File: config.mk
export PLATFORM = sky130hd
export DESIGN_NAME = base64_stream_decoder_unit
export DESIGN_NICKNAME = d
export VERILOG_FILES = /design/src/sv/b64d_pkg.sv /design/src/sv/b64d_front.sv /design/src/sv/b64d_fifo.sv /design/src/sv/b64d_back.sv /design/src/sv/base64_stream_decoder_unit.sv
export SDC_FILE = /design/constraint.sdc
export NUM_CORES = 1
export LEC_CHECK = 0
export ABC_AREA = 1
export BUFFER_PORTS_ARGS = -buffer_cell sky130_fd_sc_hd__buf_2
export CAP_MARGIN = 0
export CORE_UTILIZATION = 46
export CTS_CLUSTER_DIAMETER = 200
export DETAILED_ROUTE_END_ITERATION = 12
export PLACE_DENSITY = 0.65
export SETUP_SLACK_MARGIN = 0.5
export SLEW_MARGIN = 20
export SYNTH_ARGS = -nofsm -noshare
export SYNTH_HDL_FRONTEND = slang
export SYNTH_SLANG_ARGS = --single-unit
File: constraint.sdc
create_clock -name clk -period 3.9 [get_ports clk]
set_input_delay 0 -clock clk [delete_from_list [all_inputs] [get_ports clk]]
set_output_delay 0 -clock clk [all_outputs]
set_load 0.05 [all_outputs]
File: src/sv/b64d_pkg.sv
// Shared types, constants and the symbol lookup for the Base64 stream decoder.
package b64d_pkg;

    localparam int unsigned FIFO_DEPTH_DEF = 4;

    localparam logic [7:0]  PAD_CHAR  = 8'h3D;
    localparam logic [23:0] COUNT_MAX = 24'hFFFFFF;

    typedef enum logic [1:0] {
        KIND_DATA = 2'd0,
        KIND_OK   = 2'd1,
        KIND_ERR  = 2'd2
    } result_kind_t;

    // One queued job: an optional data byte, then an optional end result.
    typedef struct packed {
        logic        has_data;
        logic [7:0]  data;
        logic        has_end;
        logic        end_err;
        logic [23:0] count;
    } job_t;

    // Bit 6 set means the byte is not an alphabet symbol.
    function automatic logic [6:0] symbol_value(input logic [7:0] c);
        logic [6:0] v;
        v = 7'd64;
        if (c >= 8'h41 && c <= 8'h5A) v = 7'(c - 8'h41);
        else if (c >= 8'h61 && c <= 8'h7A) v = 7'(c - 8'h61 + 8'd26);
        else if (c >= 8'h30 && c <= 8'h39) v = 7'(c - 8'h30 + 8'd52);
        else if (c == 8'h2B) v = 7'd62;
        else if (c == 8'h2F) v = 7'd63;
        return v;
    endfunction

    function automatic logic is_space(input logic [7:0] c);
        return (c == 8'h20) || (c >= 8'h09 && c <= 8'h0D);
    endfunction

endpackage

File: src/sv/b64d_front.sv
// Front end: classifies each text byte, tracks symbol phase and padding, builds jobs.
module b64d_front
    import b64d_pkg::*;
(
    input  logic       clk,
    input  logic       rst_n,
    input  logic       in_valid,
    input  logic [7:0] in_byte,
    input  logic       in_last,
    input  logic       space_ok,
    output logic       in_ready,
    output logic       push,
    output job_t       push_job
);

    typedef enum logic [1:0] {
        TAIL_DECODE  = 2'd0,
        TAIL_ONE_PAD = 2'd1,
        TAIL_PADDED  = 2'd2,
        TAIL_DROP    = 2'd3
    } tail_t;

    logic [1:0]  phase_reg, phase_next;
    tail_t       tail_reg, tail_next;
    logic [7:0]  partial_reg, partial_next;
    logic [23:0] count_reg, count_next, count_upd;

    logic       accept;
    logic       err;
    logic       emit;
    logic       end_ok;
    logic [7:0] data_b;
    logic [6:0] sym;

    assign in_ready = space_ok;
    assign accept   = in_valid && space_ok;
    assign sym      = symbol_value(in_byte);

    always_comb
    begin
        phase_next   = phase_reg;
        tail_next    = tail_reg;
        partial_next = partial_reg;
        count_upd    = count_reg;
        err          = 1'b0;
        emit         = 1'b0;
        end_ok       = 1'b0;
        data_b       = '0;
        if (tail_reg != TAIL_DROP)
        begin
            if (!is_space(in_byte))
            begin
                unique case (tail_reg)
                    TAIL_DECODE:
                    begin
                        if (in_byte == PAD_CHAR)
                        begin
                            if (phase_reg == 2'd2)      tail_next = TAIL_ONE_PAD;
                            else if (phase_reg == 2'd3) tail_next = TAIL_PADDED;
                            else                        err = 1'b1;
                        end
                        else if (sym[6])
                        begin
                            err = 1'b1;
                        end
                        else
                        begin
                            case (phase_reg)
                                2'd0:
                                begin
                                    partial_next = {sym[5:0], 2'b00};
                                end
                                2'd1:
                                begin
                                    emit         = 1'b1;
                                    data_b       = partial_reg | {6'b0, sym[5:4]};
                                    partial_next = {sym[3:0], 4'b0000};
                                end
                                2'd2:
                                begin
                                    emit         = 1'b1;
                                    data_b       = partial_reg | {4'b0, sym[5:2]};
                                    partial_next = {sym[1:0], 6'b000000};
                                end
                                default:
                                begin
                                    emit         = 1'b1;
                                    data_b       = partial_reg | {2'b0, sym[5:0]};
                                    partial_next = '0;
                                end
                            endcase
                            phase_next = phase_reg + 2'd1;
                        end
                    end
                    TAIL_ONE_PAD:
                    begin
                        if (in_byte == PAD_CHAR) tail_next = TAIL_PADDED;
                        else                     err = 1'b1;
                    end
                    TAIL_PADDED: err = 1'b1;
                    TAIL_DROP:   err = 1'b1;
                endcase
            end
            if (emit && count_reg != COUNT_MAX)
                count_upd = count_reg + 24'd1;
            // end-of-message checks look at the state after this byte
            if (!err && in_last)
            begin
                if (tail_next == TAIL_DECODE)       err = (phase_next != 2'd0);
                else if (tail_next == TAIL_ONE_PAD) err = 1'b1;
                else                                err = (partial_next != 8'd0);
                end_ok = !err;
            end
            if (err && !in_last)
                tail_next = TAIL_DROP;
        end
        count_next = count_upd;
        if (in_last)
        begin
            phase_next   = '0;
            tail_next    = TAIL_DECODE;
            partial_next = '0;
            count_next   = '0;
        end
    end

    assign push              = accept && (emit || end_ok || err);
    assign push_job.has_data = emit;
    assign push_job.data     = data_b;
    assign push_job.has_end  = end_ok || err;
    assign push_job.end_err  = err;
    assign push_job.count    = count_upd;

    always_ff @(posedge clk or negedge rst_n)
    begin
        if (!rst_n)
        begin
            phase_reg   <= '0;
            tail_reg    <= TAIL_DECODE;
            partial_reg <= '0;
            count_reg   <= '0;
        end
        else if (accept)
        begin
            phase_reg   <= phase_next;
            tail_reg    <= tail_next;
            partial_reg <= partial_next;
            count_reg   <= count_next;
        end
    end

endmodule

File: src/sv/b64d_fifo.sv
// Short job queue between the front end and the result sequencer.
module b64d_fifo
    import b64d_pkg::*;
#(
    parameter int unsigned DEPTH = FIFO_DEPTH_DEF
)
(
    input  logic clk,
    input  logic rst_n,
    input  logic push,
    input  job_t push_job,
    input  logic pop,
    output logic not_full,
    output logic not_empty,
    output job_t head
);

    localparam int unsigned PW = (DEPTH > 1) ? $clog2(DEPTH) : 1;
    localparam int unsigned CW = $clog2(DEPTH + 1);

    job_t          slots_reg [DEPTH];
    logic [PW-1:0] wr_ptr_reg, rd_ptr_reg;
    logic [CW-1:0] fill_reg;

    assign not_full  = (fill_reg != CW'(DEPTH));
    assign not_empty = (fill_reg != '0);
    assign head      = slots_reg[rd_ptr_reg];

    always_ff @(posedge clk)
    begin
        if (push)
            slots_reg[wr_ptr_reg] <= push_job;
    end

    always_ff @(posedge clk or negedge rst_n)
    begin
        if (!rst_n)
        begin
            wr_ptr_reg <= '0;
            rd_ptr_reg <= '0;
            fill_reg   <= '0;
        end
        else
        begin
            if (push)
                wr_ptr_reg <= (wr_ptr_reg == PW'(DEPTH - 1)) ? '0 : wr_ptr_reg + PW'(1);
            if (pop)
                rd_ptr_reg <= (rd_ptr_reg == PW'(DEPTH - 1)) ? '0 : rd_ptr_reg + PW'(1);
            if (push && !pop)
                fill_reg <= fill_reg + CW'(1);
            else if (pop && !push)
                fill_reg <= fill_reg - CW'(1);
        end
    end

endmodule

File: src/sv/b64d_back.sv
// Back end: expands each job into its results and holds them in the output register.
module b64d_back
    import b64d_pkg::*;
(
    input  logic         clk,
    input  logic         rst_n,
    input  logic         job_valid,
    input  job_t         job,
    output logic         pop,
    input  logic         out_ready,
    output logic         out_valid,
    output result_kind_t out_kind,
    output logic [7:0]   out_data,
    output logic [23:0]  out_count,
    output logic         out_final
);

    logic         valid_reg;
    logic         data_done_reg;
    result_kind_t kind_reg;
    logic [7:0]   data_reg;
    logic [23:0]  count_reg;
    logic         final_reg;

    logic load;
    logic send_data;

    assign load      = job_valid && (!valid_reg || out_ready);
    assign send_data = job.has_data && !data_done_reg;
    // a job with data and an end stays at the head for a second result
    assign pop       = load && !(send_data && job.has_end);

    always_ff @(posedge clk or negedge rst_n)
    begin
        if (!rst_n)
        begin
            valid_reg     <= 1'b0;
            data_done_reg <= 1'b0;
        end
        else
        begin
            if (load)
            begin
                valid_reg     <= 1'b1;
                data_done_reg <= send_data && job.has_end;
            end
            else if (out_ready)
            begin
                valid_reg <= 1'b0;
            end
        end
    end

    always_ff @(posedge clk)
    begin
        if (load)
        begin
            if (send_data)
            begin
                kind_reg  <= KIND_DATA;
                data_reg  <= job.data;
                count_reg <= '0;
                final_reg <= 1'b0;
            end
            else
            begin
                kind_reg  <= job.end_err ? KIND_ERR : KIND_OK;
                data_reg  <= '0;
                count_reg <= job.count;
                final_reg <= 1'b1;
            end
        end
    end

    assign out_valid = valid_reg;
    assign out_kind  = kind_reg;
    assign out_data  = data_reg;
    assign out_count = count_reg;
    assign out_final = final_reg;

endmodule

File: src/sv/base64_stream_decoder_unit.sv
// Top level of the Base64 stream decoder: front end, job queue and result sequencer.
//
//  channel | direction | tdata                                | tuser           | tlast
//  s_*     | in        | [7:0] text_byte                      | -               | message_end
//  m_*     | out       | [7:0] data_byte, [31:8] decoded_count| [1:0] result_kind | final_result
//
// One text byte is taken per cycle while the job queue has room.
// Results leave one per cycle from the output register while the receiver is ready; a
// byte that yields a data byte and the end result sends both in turn on the single
// result port. Each result passes through the job queue and then the output register.
// Reset clears phase, padding state, byte count, queue and output register.
// Either side may stall; the queue absorbs the difference until full.
module base64_stream_decoder_unit
    import b64d_pkg::*;
#(
    parameter int unsigned FIFO_DEPTH = FIFO_DEPTH_DEF
)
(
    input  logic        clk,
    input  logic        rst_n,
    input  logic        s_tvalid,
    output logic        s_tready,
    input  logic [7:0]  s_tdata,   // [7:0] text_byte
    input  logic        s_tlast,   // message_end
    output logic        m_tvalid,
    input  logic        m_tready,
    output logic [31:0] m_tdata,   // [7:0] data_byte, [31:8] decoded_count
    output logic [1:0]  m_tuser,   // [1:0] result_kind
    output logic        m_tlast    // final_result
);

    logic         push;
    job_t         push_job;
    logic         pop;
    logic         not_full;
    logic         not_empty;
    job_t         head;
    result_kind_t kind;
    logic [7:0]   data_byte;
    logic [23:0]  decoded_count;

    b64d_front u_front (
        .clk      (clk),
        .rst_n    (rst_n),
        .in_valid (s_tvalid),
        .in_byte  (s_tdata),
        .in_last  (s_tlast),
        .space_ok (not_full),
        .in_ready (s_tready),
        .push     (push),
        .push_job (push_job)
    );

    b64d_fifo #(
        .DEPTH (FIFO_DEPTH)
    ) u_fifo (
        .clk       (clk),
        .rst_n     (rst_n),
        .push      (push),
        .push_job  (push_job),
        .pop       (pop),
        .not_full  (not_full),
        .not_empty (not_empty),
        .head      (head)
    );

    b64d_back u_back (
        .clk       (clk),
        .rst_n     (rst_n),
        .job_valid (not_empty),
        .job       (head),
        .pop       (pop),
        .out_ready (m_tready),
        .out_valid (m_tvalid),
        .out_kind  (kind),
        .out_data  (data_byte),
        .out_count (decoded_count),
        .out_final (m_tlast)
    );

    assign m_tdata = {decoded_count, data_byte};
    assign m_tuser = kind;

endmodule

# Word-level counts from Yosys, hierarchy flattened
# Memories as Yosys holds them, arrays and structs flattened.
# Index checks and enable logic that the tools add are counted.
[totals] ff_bits=80 latch_bits=0 ram_bits=140 rom_bits=0 in_bits=13 out_inout_bits=37 word_cells=164 n_memories=1
[mem_list] memory="u_fifo.slots_reg" depth=4 word_bits=35 rd=1 rd_ports_with_merged_regs=0 wr=1 line_no="b64d_fifo.sv:21" source="job_t slots_reg [DEPTH];"
[op_classes] addsub=11 multipliers=0 div=0 order_cmp=8 eq_ne=16 n_shift=0 muxes=73 n_bitwise=3 n_reduce_logical=39
[ops] op="8-bit 2-to-1 mux" count=12
[ops] op="24-bit 2-to-1 mux" count=3
[ops] op="8-bit one-hot mux with 3 select lines" count=2
[ops] op="2-bit 2-to-1 mux" count=19
[ops] op="7-bit 2-to-1 mux" count=5
[ops] op="8-bit by 6-bit == test with 1-bit output, second input constant" count=4
[ops] op="1-bit 2-to-1 mux" count=28
[ops] op="24-bit by 1-bit adder with 24-bit output, second input constant" count=1
[ops] op="24-bit inequality test, second input constant" count=1
[ops] op="8-bit by 7-bit greater-or-equal comparator with 1-bit output, second input constant" count=2
[ops] op="8-bit by 7-bit <= comparator with 1-bit output, second input constant" count=2
[ops] op="1-bit logical AND" count=15
[ops] op="7-bit subtractor, second input constant" count=2
[ops] op="2-bit == test, second input constant" count=6
[ops] op="8-bit by 4-bit greater-or-equal comparator with 1-bit output, second input constant" count=1
[ops] op="8-bit by 6-bit greater-or-equal comparator with 1-bit output, second input constant" count=1
[ops] op="8-bit by 4-bit <= comparator with 1-bit output, second input constant" count=1
[ops] op="8-bit by 6-bit <= comparator with 1-bit output, second input constant" count=1
[ops] op="1-bit zero test" count=8
[ops] op="8-bit by 2-bit bitwise OR with 8-bit output" count=1
[ops] op="8-bit by 4-bit bitwise OR with 8-bit output" count=1
[ops] op="8-bit by 6-bit bitwise OR with 8-bit output" count=1
[ops] op="2-bit nonzero test" count=4
[ops] op="8-bit nonzero test" count=1
[ops] op="17 further kinds" count=28

# Logic depth before layout (Yosys ltp)
[logic_depth] depth_word=27 ltp_mapped=23 mapped_depth_nobuf=23

# Hierarchy
# From an unflattened synthesis, not the netlist that was laid out.
[hier_totals] hier_cells=1096 hier_area_um2=10934.2
[modules_own_cells] mod="b64d_fifo" instances=1 cells_per_inst=460 area_each_um2=6062.1 seq_area_each_um2=4379.2
[modules_own_cells] mod="b64d_front" instances=1 cells_per_inst=514 area_each_um2=3413.3 seq_area_each_um2=900.9
[modules_own_cells] mod="b64d_back" instances=1 cells_per_inst=122 area_each_um2=1458.9 seq_area_each_um2=1101.1

# Least setup slack after synthesis
# OpenSTA, ideal clock, no wires.
[synth_timing] kind="reg-to-reg" start="register u_back.valid_reg (netlist: u_back.out_valid)" end="register u_fifo.fill_reg[1]" setup_ns=0.123 arrival_time_ns=3.779 required_time_ns=3.777 path_slack_ns=-0.002 path_stages_with_launch=10 path_buffers=0 period_less_slack_ns=3.902 path_cell_list="dfrtp_1 inv_1 nor2_1 a31oi_1 nand2_1 ha_1 inv_1 fa_1 nor2_1 a21oi_1"
[synth_via] elab_chain_cells=7 word_cells_on_any_way=9 classes_between="mux: 1; reduce/logical: 8"
[synth_lines] element="from (decl)" line_no="b64d_back.sv:18" source="logic valid_reg;"
[synth_lines] element="from (signal assigned)" line_no="b64d_back.sv:37" source="valid_reg <= 1'b0;"
[synth_lines] element="from (signal assigned)" line_no="b64d_back.sv:44" source="valid_reg <= 1'b1;"
[synth_lines] element="from (signal assigned)" line_no="b64d_back.sv:49" source="valid_reg <= 1'b0;"
[synth_lines] element="1-bit zero test (*)" line_no="b64d_back.sv:28" source="assign load = job_valid && (!valid_reg || out_ready);"
[synth_lines] element="1-bit logical OR (*)" line_no="b64d_back.sv:28"
[synth_lines] element="1-bit logical AND (*)" line_no="b64d_back.sv:28"
[synth_lines] element="named net u_back.load" line_no="b64d_back.sv:25" source="logic load;"
[synth_lines] element="1-bit logical AND (*)" line_no="b64d_back.sv:31" source="assign pop = load && !(send_data && job.has_end);"
[synth_lines] element="1-bit zero test" line_no="b64d_fifo.sv:49" source="if (push && !pop)"
[synth_lines] element="1-bit logical AND" line_no="b64d_fifo.sv:49"
[synth_lines] element="3-bit 2-to-1 mux / 2-bit nonzero test (equally long branches)"
[synth_lines] element="to (signal assigned)" line_no="b64d_fifo.sv:50" source="fill_reg <= fill_reg + CW'(1);"
[synth_lines] element="to (signal assigned)" line_no="b64d_fifo.sv:52" source="fill_reg <= fill_reg - CW'(1);"
[synth_lines] element="to (decl)" line_no="b64d_fifo.sv:23" source="logic [CW-1:0] fill_reg;"
# The timed path passes the listed nets; every way through them passes the cells marked *.
# A chain may end at the register's enable or synchronous reset.

# Worst setup path in the final report
[layout_timing] start="register u_front.phase_reg[0]" end="register u_fifo.fill_reg[2]"
[layout_via] elab_chain_cells=21 word_cells_on_any_way=59 classes_between="add/sub: 1; eq/ne: 4; mux: 40; reduce/logical: 14"
[layout_lines] element="from (decl)" line_no="b64d_front.sv:23" source="logic [1:0] phase_reg, phase_next;"
[layout_lines] element="from (signal assigned)" line_no="b64d_front.sv:145" source="phase_reg <= phase_next;"
[layout_lines] element="2-bit == test, or another cell as far along" line_no="b64d_front.sv:58, b64d_front.sv:68"
[layout_lines] element="8-bit one-hot mux with 3 select lines / 2-bit 2-to-1 mux (equally long branches)" line_no="b64d_front.sv:68, b64d_front.sv:59"
[layout_lines] element="8-bit 2-to-1 mux / 2-bit 2-to-1 mux (equally long branches)" line_no="b64d_front.sv:62, b64d_front.sv:58"
[layout_lines] element="8-bit 2-to-1 mux / 2-bit 2-to-1 mux (equally long branches)" line_no="b64d_front.sv:56" source="if (in_byte == PAD_CHAR)"
[layout_lines] element="8-bit 2-to-1 mux / 2-bit one-hot mux with 2 select lines (equally long branches)" line_no="b64d_front.sv:53" source="unique case (tail_reg)"
[layout_lines] element="8-bit 2-to-1 mux / 2-bit 2-to-1 mux (equally long branches)" line_no="b64d_front.sv:51" source="if (!is_space(in_byte))"
[layout_lines] element="8-bit 2-to-1 mux / 2-bit 2-to-1 mux (equally long branches)" line_no="b64d_front.sv:49" source="if (tail_reg != TAIL_DROP)"
[layout_lines] element="8-bit nonzero test / 2-bit by 1-bit == test with 1-bit output (equally long branches)" line_no="b64d_front.sv:111, b64d_front.sv:110"
[layout_lines] element="[... 6 more ...]"
[layout_lines] element="1-bit 2-to-1 mux" line_no="b64d_front.sv:49"
[layout_lines] element="1-bit logical OR" line_no="b64d_front.sv:127" source="assign push = accept && (emit || end_ok || err);"
[layout_lines] element="1-bit logical OR (*)" line_no="b64d_front.sv:127"
[layout_lines] element="1-bit logical AND (*)" line_no="b64d_front.sv:127"
[layout_lines] element="named net push" line_no="base64_stream_decoder_unit.sv:32" source="logic push;"
[layout_lines] element="1-bit zero test" line_no="b64d_fifo.sv:51" source="else if (pop && !push)"
[layout_lines] element="1-bit logical AND" line_no="b64d_fifo.sv:51"
[layout_lines] element="2-bit nonzero test (no source line)"
# The timed path passes the listed nets; every way through them passes the cells marked *. The select of a mux whose other input is x is not followed.

==> impl_metrics.csv <==
group,metric,value,unit
placed_design,gp_congestion,0.8959,
critical_path,reg2reg_slack,0.80,ns
finish,area_growth,13.41,%
grt,antenna_found_initial,0,
clocking,cts_tree,"yes",
power,p_per_area,732.6,nW/um2
clocking,cts_setup_buffers,0,
detailed_routing,drtPass1Iterations,9,
yosys,synth_top_area_share,50.61,%
critical_path,crit_path_end_kind,"flop",
yosys,synth_seq_area_share,61.45,%
floorplanning,rows,54,
detailed_routing,drt_iter0_drc,573,
sta,worst_pin_slew,0.8312,ns
critical_path,critPathCapture,"u_fifo.fill_reg[2]",
grt,grt_pass1_vias,7004,
sta,finalCritPeriodShare,79.51,%
detailed_routing,routedWlPerCell,16.53,um
detailed_routing,drc,2,
yosys,synth_area_per_cell,10.26,um2
yosys,synthArstFlopShare,20.45,%
yosys,synth-warning-count,0,
finish,drive_gt1_share,12.83,%
sta,min_period,3.101,ns
critical_path,worst_setup_path_start_kind,"flop",
detailed_routing,finalWirelength,22530,um
floorplanning,die_w,152.2,um
sta,hold_slack,0.03927,ns
yosys,synth-edff-count,175,
floorplanning,die_area,23180,um2
critical_path,r2r_start,"u_front.phase_reg[0]",
sta,clock.fmax,0.3225,GHz
worst_hold_path,timing.hold.worst.start,"s_tvalid",
detailed_routing,ant_nets,0,
critical_path,crit_path_start,"u_front.phase_reg[0]",
finish,finalNetCount,1102,
critical_path,path_class,"reg -> reg",
placed_design,placed_area,11010,um2
clocking,clockBufferDepth,3,
grt,grt_usage,19.64,%
grt,gr-usage-met2,33.31,%
yosys,yosys-top-cells-area,"edfxtp_1 51%, dfrtp_1 11%, nand2_1 5.9%, nor2_1 5.0%, o21ai_0 4.6%",
critical_path,ff2ff_path_depth,17,
sta,max_slew_margin,44.59,%
critical_path,cp_max_fo,8,
sta,setup_ws,0.7990,ns
grt,globalRouteMet3Util,1.706,%
sta,setup-violations-final,0,
floorplanning,boundaryPins,50,
yosys,synth_top_cell_by_area,"edfxtp_1",
clocking,cts_inserted_buffers,22,
clocking,clock-sinks,220,
yosys,ys_top_cells_by_count,"175 x edfxtp_1, 164 x nand2_1, 138 x nor2_1, 105 x inv_1, 96 x o21ai_0",
clocking,h-tree-depth,1,
clocking,ctsRootBufferMaster,"clkbuf_16",
flow_run,maxCapViolCount,0,
grt,grt_start_max_net_pins,56,
critical_path,r2r-end,"u_fifo.fill_reg[2]",
yosys,syn_nets,1046,
outcome,violations,"design-rule violations",
clocking,clk_pin_slew,0.06,ns
sta,hold_violations,0,
power,ir_drop,0.0003607,V
sta,skew,0.01055,ns
outcome,status,"finished, violations left",
finish,insertedDiodeCount,0,
finish,fin_area,11780,um2
floorplanning,initial_core_util,47.29,%
grt,busiest_layer,"met2",
sta,rsz0062_at_grt,"no",
grt,grt_pass1_wl,36520,um
placed_design,post-dp-hpwl,14850,um
critical_path,required,4.27,ns
detailed_routing,num_vias,7280,
yosys,ys_types,45,
critical_path,arrival,3.47,ns
finish,largest_reg_flops,140,
yosys,synth.ff_latch_count,220,
yosys,yosysMostFrequentCell,"edfxtp_1",
floorplanning,die_y,152.2,um
placed_design,post-place-ws,0.5596,ns
detailed_routing,via_per_inst,5.341,
placed_design,io_buffer_count,49,
yosys,syn_area,10380,um2
grt,met1_usage,27.16,%
sta,finalSetupTns,0,ns
floorplanning,core,21960,um2
yosys,synth_cells,1012,
sta,maxSlewViolCount,0,
yosys,synth_flop_cell,"edfxtp_1",
worst_hold_path,hp-class,"in -> reg",
power,power.leakage,4.745,nW
grt,grt_overflow,0,
clocking,clk_latency,0.50,ns
## through the flow
| step | cells | util (%) | total power, mW |
|---|---|---|---|
| after global routing | 1363 | 53.63 | 9.117 |
| after CTS | 1363 | 53.61 | 8.706 |
| after detailed placement | 1321 | 50.14 | 6.569 |
| after floorplan | 1012 | - | 5.718 |
| final | 1363 | 53.63 | 8.627 |
| after global placement | 1321 | 50.14 | 6.499 |
## power by group
group	leakage (nW)	switching, mW	internal [mW]
Clock	0.341	0.848	1.28
Sequential	2.27	0.180	3.25
Combinational	2.13	2.29	0.774
Total	4.75	3.32	5.31
## worst min-delay path by stage
| stage | end | depth (start not counted) |
|---|---|---|
| floorplan | u_back.data_done_reg | 0 |
| global placement | u_front.partial_reg[3] | 2 |
| detailed placement | u_front.partial_reg[3] | 2 |
| CTS | u_front.count_reg[6] | 4 |
| global route | u_front.count_reg[8] | 4 |
| finish | u_front.count_reg[8] | 4 |
## logic make-up (layout without fill, tap and decap cells)
kind of cell             Yosys count  after routing  share of synthesized area, %
AND/OR/NAND/NOR                  403            403                         16.80
flip-flops                       220            220                         61.45
AO/OA/AOI/OAI                    175            175                         9.327
buffers and inverters            149            220                         5.639
XOR/XNOR                          32             32                         2.699
adder cells (fa/ha/maj)           21             21                         2.603
multiplexers                      12             12                         1.482
## cell usage in the layout (no fill, tap or decap), drive strengths merged, types with 4 or more instances in the layout
cell / instances
nor3: 15
o22ai: 36
nor2: 144
nor4: 6
nand2: 170
xor2: 31
clkinv: 7
edfxtp: 175
ha: 20
a21oi: 24
nand3: 54
mux2i: 12
clkinvlp: 4
nand4: 12
inv: 110
buf: 65
dfrtp: 45
clkbuf: 28
o21ai: 105
## metal layers
metal  vias to the layer above  wire [um]
li1                       3566          -
met1                      3502      10460
met2                       179      10800
met3                        33        867
met4                         0        408
met5                         -          0
## worst max-delay path: stages (launching register included)
cell and delay (ns):
dfrtp_1 0.43, inv_1 0.12, ha_1 0.29, nor2_1 0.17
nor2_1 0.07, o21ai_1 0.13, nand4_1 0.18, nand2_1 0.11
nand2_1 0.09, nand2_1 0.12, nand2_4 0.12, inv_1 0.10
ha_1 0.14, inv_1 0.07, fa_1 0.43, a21oi_1 0.14
o21ai_0 0.11, xor2_1 0.15
## final cells by class
cell class | instances | area [um2]
clock buffers | 28 | 594.3
clock inverters | 11 | 136.4
fillers | 1900 | 10180
inverters | 113 | 425.4
multi-input cells | 643 | 3467
flip-flops and latches | 220 | 6382
well taps | 280 | 350.3
repair buffers | 68 | 420.4
## repair_timing
item / 4_1_cts / 5_1_grt
hold buffers: 3 / 0
setup endpoints to repair: 0 / 1
resized for setup: 0 / 1
hold endpoints to repair: 52 / 0
No activity file was read; power rests on OpenSTA's default activity.
